--- src/cs9_pkg.sv ---
package cs9_pkg;

  localparam int MAX_FACE_EDGE = 64;
  localparam int ACC_BITS      = 48;

  localparam int NUM_W  = 48;
  localparam int DEN_W  = 32;
  localparam int SQRT_W = 36;
  localparam int DIV_STEPS  = NUM_W;
  localparam int SQRT_STEPS = SQRT_W / 2;

  typedef enum logic [1:0] {
    OP_DIV  = 2'b01,
    OP_SQRT = 2'b10
  } iter_op_t;

  typedef struct packed {
    logic             start;
    iter_op_t         op;
    logic [NUM_W-1:0] num;
    logic [DEN_W-1:0] den;
  } iter_req_t;

  typedef struct packed {
    logic             done;
    logic [NUM_W-1:0] result;
  } iter_rsp_t;

  typedef logic [16:0] lin_tab_t [256];

  // sRGB to linear, Q1.16; 12th power against a 5th-power search
  function automatic logic [16:0] srgb_entry(input int unsigned v);
    longint unsigned t, t2, t4, t8, p, lo, hi, mid, yy, y2, y4, y5, vv;
    vv = longint'(v);
    lo = 0;
    hi = 131072;
    if (v <= 10) begin
      return 17'((vv * 6553600 + 164730) / 329460);
    end
    t  = ((vv * 1000 + 14025) << 30) / 269025;
    t2 = (t * t) >> 30;
    t4 = (t2 * t2) >> 30;
    t8 = (t4 * t4) >> 30;
    p  = (t8 * t4) >> 30;
    while (lo < hi) begin
      mid = (lo + hi + 1) >> 1;
      yy  = mid << 13;
      y2  = (yy * yy) >> 30;
      y4  = (y2 * y2) >> 30;
      y5  = (y4 * yy) >> 30;
      if (y5 <= p) lo = mid;
      else hi = mid - 1;
    end
    return 17'((lo + 1) >> 1);
  endfunction

  function automatic lin_tab_t build_lin_tab();
    lin_tab_t tab;
    for (int v = 0; v < 256; v++) begin
      tab[v] = srgb_entry(v);
    end
    return tab;
  endfunction

  localparam lin_tab_t LIN_TAB = build_lin_tab();

  localparam logic [16:0] BASIS_K [9] = '{
    17'd18487, 17'd32021, 17'd32021, 17'd32021, 17'd71601,
    17'd71601, 17'd20670, 17'd71601, 17'd35801
  };

  // round half away from zero, divide by 2^16
  function automatic logic signed [51:0] rnd16(input logic signed [67:0] v);
    logic signed [67:0] t;
    t = v + (v[67] ? 68'sd32767 : 68'sd32768);
    return t[67:16];
  endfunction

endpackage

--- src/cs9_iter_unit.sv ---
module cs9_iter_unit (
  input  logic                clk,
  input  logic                rst,
  input  cs9_pkg::iter_req_t  req,
  output cs9_pkg::iter_rsp_t  rsp
);
  import cs9_pkg::*;

  logic             busy;
  logic             done;
  iter_op_t         op;
  logic [5:0]       cnt;
  logic [NUM_W-1:0] num;
  logic [NUM_W-1:0] quo;
  logic [DEN_W-1:0] rem;
  logic [DEN_W-1:0] den;

  logic [DEN_W:0]   r2;
  logic             div_ge;
  logic [21:0]      r4;
  logic [21:0]      trial;
  logic             sqrt_ge;
  logic             bit_in;
  logic [DEN_W-1:0] rem_next;

  always_comb begin
    r2      = {rem, num[NUM_W-1]};
    div_ge  = r2 >= {1'b0, den};
    r4      = {rem[19:0], num[NUM_W-1 -: 2]};
    trial   = {2'b00, quo[17:0], 2'b01};
    sqrt_ge = r4 >= trial;
    if (op == OP_SQRT) begin
      bit_in   = sqrt_ge;
      rem_next = sqrt_ge ? DEN_W'(r4 - trial) : DEN_W'(r4);
    end else begin
      bit_in   = div_ge;
      rem_next = div_ge ? DEN_W'(r2 - {1'b0, den}) : DEN_W'(r2);
    end
  end

  always_ff @(posedge clk) begin
    if (rst) begin
      busy <= 1'b0;
      done <= 1'b0;
    end else begin
      done <= 1'b0;
      if (!busy && req.start) begin
        busy <= 1'b1;
        op   <= req.op;
        num  <= (req.op == OP_SQRT) ? (req.num << (NUM_W - SQRT_W)) : req.num;
        den  <= req.den;
        rem  <= '0;
        quo  <= '0;
        cnt  <= (req.op == OP_SQRT) ? 6'(SQRT_STEPS - 1) : 6'(DIV_STEPS - 1);
      end else if (busy) begin
        rem <= rem_next;
        quo <= {quo[NUM_W-2:0], bit_in};
        num <= (op == OP_SQRT) ? (num << 2) : (num << 1);
        cnt <= cnt - 6'd1;
        if (cnt == 6'd0) begin
          busy <= 1'b0;
          done <= 1'b1;
        end
      end
    end
  end

  assign rsp.done   = done;
  assign rsp.result = quo;

endmodule

--- config.mk ---
export PLATFORM = sky130hd
export DESIGN_NAME = cs9_iter_unit
export DESIGN_NICKNAME = d
export VERILOG_FILES = /design/src/cs9_pkg.sv /design/src/cs9_iter_unit.sv
export SDC_FILE = /design/constraint.sdc
export NUM_CORES = 1
export LEC_CHECK = 0
export BUFFER_PORTS_ARGS = -buffer_cell sky130_fd_sc_hd__buf_2
export CORE_UTILIZATION = 45
export CTS_BUF_LIST = sky130_fd_sc_hd__clkbuf_8
export DETAILED_ROUTE_END_ITERATION = 10
export GPL_ROUTABILITY_DRIVEN = 0
export GPL_TIMING_DRIVEN = 0
export PLACE_DENSITY_LB_ADDON = 0.05
export SYNTH_ARGS = -nofsm -noshare
export SYNTH_HDL_FRONTEND = slang
export SYNTH_SLANG_ARGS = --single-unit
--- constraint.sdc ---
create_clock -name clk -period 20.6 [get_ports clk]
set_clock_uncertainty 0.05 [all_clocks]
set_input_delay 2.06 -clock clk [delete_from_list [all_inputs] [get_ports clk]]
set_output_delay 2.06 -clock clk [all_outputs]
set_load 0.02 [all_outputs]
==> parameters.txt <==
Parameter                              Value

Clocking
  H-tree levels    4
  Post-cts hold buffer count    0
  Clk buf depth    2
  Buffers inserted by post-CTS timing repair    0
  Clk Tree Root Cell    sky130_fd_sc_hd__clkbuf_8
  Number of buffers added by the clock tree synthesis step    17
  Post-CTS resize count    0
  Source-to-sink clock delay at the later pin of the worst-skew pair    480 ps
  # clock sinks    170
  TritonCTS clock tree    built
  Clock transition at the registers of the reported paths    110 ps

Logic synthesis
  Yosys warning total    0
  Post-synthesis cell area    about 11000 sq um
  Synthesized Nets    1240
  EDFF count, synth    168
  Unique cell type count in the Yosys netlist    60
  Average size of a mapped cell    9.67 sq um
  Yosys reg bits    170
  Sequential area share after synthesis    ~48%
  Primary FF master, synth    sky130_fd_sc_hd__edfxtp_1
  Share of synthesized registers carrying an async set or reset    0%
  Post-Syn Instances    1100

STA
  Max Transition Viols Final    0
  Final setup violation count    0
  Final count of hold timing violations    0
  Setup TNS after final layout    0 ps
  Final worst-path cycle share    a little under a fifth
  RSZ-0062 raised after global routing    false
  Achievable Freq    about 250 MHz
  Slew at the pin with the worst max-slew slack    1010 ps
  Worst max-slew margin expressed relative to the limit    31.0%
  Worst Slack Setup Final    roughly 17000 ps
  Fin crit period    3950 ps

Setup path
  Origin of the critical flop-to-flop path    rem[0]
  Reg2reg end    rem[25]
  Flop-to-flop setup slack    between 15000 and 20000 ps
  Element type at the critical path start    register
  Worst endpoint data arrival time    4210 ps
  Worst Setup End Kind    register
  Required time worst endpoint    20860 ps
  Worst reg2reg path depth    9
  Critical setup path kind    reg2reg
  Peak fanout along the critical path    5

Layout
  Final net count    1397
  Utilization after layout    53.5%
  Area growth, synth to finish    15.2%
  # diodes    0
  Final std cells w/o fill    1583
  Share of final-layout standard cells stronger than drive strength 1    between 10% and 20%

Placed design
  IO Port Bufs    between 100 and 150
  Worst-case setup slack after placement    16340 ps
  Post-DP HPWL    21.7 mm
  Number of cells in the design after placement    around 1600

Power
  Peak ir drop on the vdd network    ~0.000046 V
  Power per Cell Area    78.5 nW/um^2
  Leakage component of the power    4.89 nW
  Design Power    0.962 mW

Die
  Initial Util    46.4%
  Area of the die    24300 sq um
  Core area    22900 sq um
  Die Ht    156 um
  I/O pins    134
  Row count    55
  Die extent in x    156 um

Worst hold path
  Hold Startpoint    quo[46]
  Hold Crit Class    reg2reg
  Worst Hold Path EP    quo[47]
  Worst Hold Depth    1

Drt
  Detailed Routing Iterations Pass 1    5
  Antenna Nets Post-Route    0
  Total length of routed wires    28.6 mm
  Residual DRC count    0
  Avg WL per Cell    about 18 um
  Post-DR vias/cell    approximately 5.5
  Violation count after the first detailed-routing iteration    between 600 and 700
  Via count    8714

Global route
  Grt peak-use layer    met2
  Pin count of the biggest net entering global routing    33
  Grt met1 use    33.1%
  Via count of the first global-routing pass    8298
  GRT Overall Usage    roughly 24%
  Overflow after GRT    0
  Met2 Usage GRT    38.4%
  Global routing met3 resource utilization    4.25%
  Global-route wire length before repair    44.5 mm
  Number of antenna violations at the first check in global routing    0

Job
  Max-cap check violation count    0

Run status
  Status    complete, no violations
[registers in the layout (all words and copies together), names as in the netlist]
register  cells
num          48
quo          48
den          32
rem          32
cnt           6
op            2
busy          1
done          1
[per-layer routing]
metal	up-vias	wire length (um)
met1	4094	13400
met5	-	0
met4	0	590
met3	39	1510
li1	4315	-
met2	266	13100
[power by group]
group          internal (mW)  switching [mW]
sequential             0.416          0.0183
clock                 0.0963           0.162
combinational          0.107           0.163
total                  0.619           0.343
[synthesized netlist by cell type, drive strengths merged (6+ instances only)]
cell type,number,area share (%)
edfxtp,168,47
nand2,160,5.7
a21oi,83,4.0
inv,65,2.3
nor2,64,2.3
o21ai,60,2.8
ha,54,6.3
a31oi,52,3.1
nor2b,48,2.8
a211oi,44,3.2
clkbuf,43,1.5
and2,38,2.2
xnor2,29,2.4
mux2i,25,2.4
xor2,18,1.5
buf,16,0.93
nand3,15,0.71
a21o,13,0.92
nor3,11,0.56
nand4,10,0.59
o22ai,10,0.59
o21bai,9,0.63
and3,6,0.35
nand2b,6,0.35
[metrics by stage]
| step | cell area (sq um) | hold slack [ps] |
|---|---|---|
| final | 12300 | 511 |
| after global routing | 12300 | 523 |
| after CTS | 12300 | 516 |
| after detailed placement | 11800 | 481 |
| after global placement | 11700 | 473 |
| after floorplan | 10600 | 467 |
[kinds of logic (layout without fill, tap and decap cells)]
kind of cell	Yosys count	after routing	share of synthesized area [%]
flops	170	170	47.8
fa+ha+maj	55	55	6.54
xor+xnor	47	47	3.87
buf+inv	124	294	4.74
mux	26	26	2.46
simple gates	370	370	16.4
compound gates	308	308	18.2
[layout make-up]
cell class / instances / area, sq um
sequential: 170 / 5080
timing repair buffer: 138 / 766
tap: 313 / 392
buffer: 59 / 260
multi-input combinational: 806 / 5070
fill: 2186 / 10700
inverter: 65 / 244
clock buffer: 17 / 234
clock inverter: 15 / 211
[worst max path at each step]
stage	startpoint	endpoint	slack (ps)	depth (start not counted)
global route	rem[0]	rem[25]	16320	9
detailed placement	req[82]	rem[23]	16340	6
global placement	req[82]	quo[6]	9250	3
CTS	rem[0]	rem[30]	16650	9
floorplan	req[82]	cnt[0]	12200	2
finish	rem[0]	rem[25]	16650	9
[worst max-delay path, cell delays in order (launching register included)]
cell                        delay (ps)
sky130_fd_sc_hd__edfxtp_1          530
sky130_fd_sc_hd__ha_1              370
sky130_fd_sc_hd__nor2b_1           170
sky130_fd_sc_hd__o31ai_1           350
sky130_fd_sc_hd__a21oi_1           180
sky130_fd_sc_hd__o21ai_1           370
sky130_fd_sc_hd__nor3_1             80
sky130_fd_sc_hd__a2111oi_0         890
sky130_fd_sc_hd__o21ai_0           510
sky130_fd_sc_hd__a31oi_1           280
[layout by cell type (no fill, tap or decap), types with 25 or more instances in the layout]
cell type,instances
sky130_fd_sc_hd__clkbuf_1,43
sky130_fd_sc_hd__mux2i_1,25
sky130_fd_sc_hd__a31oi_1,52
sky130_fd_sc_hd__xnor2_1,29
sky130_fd_sc_hd__ha_1,54
sky130_fd_sc_hd__buf_2,134
sky130_fd_sc_hd__a21oi_1,80
sky130_fd_sc_hd__nand2_1,158
sky130_fd_sc_hd__inv_1,65
sky130_fd_sc_hd__o21ai_0,55
sky130_fd_sc_hd__edfxtp_1,168
sky130_fd_sc_hd__nor2b_1,48
sky130_fd_sc_hd__nor2_1,62
sky130_fd_sc_hd__and2_1,38
sky130_fd_sc_hd__a211oi_1,41
No activity file was read; power rests on OpenSTA's default activity.
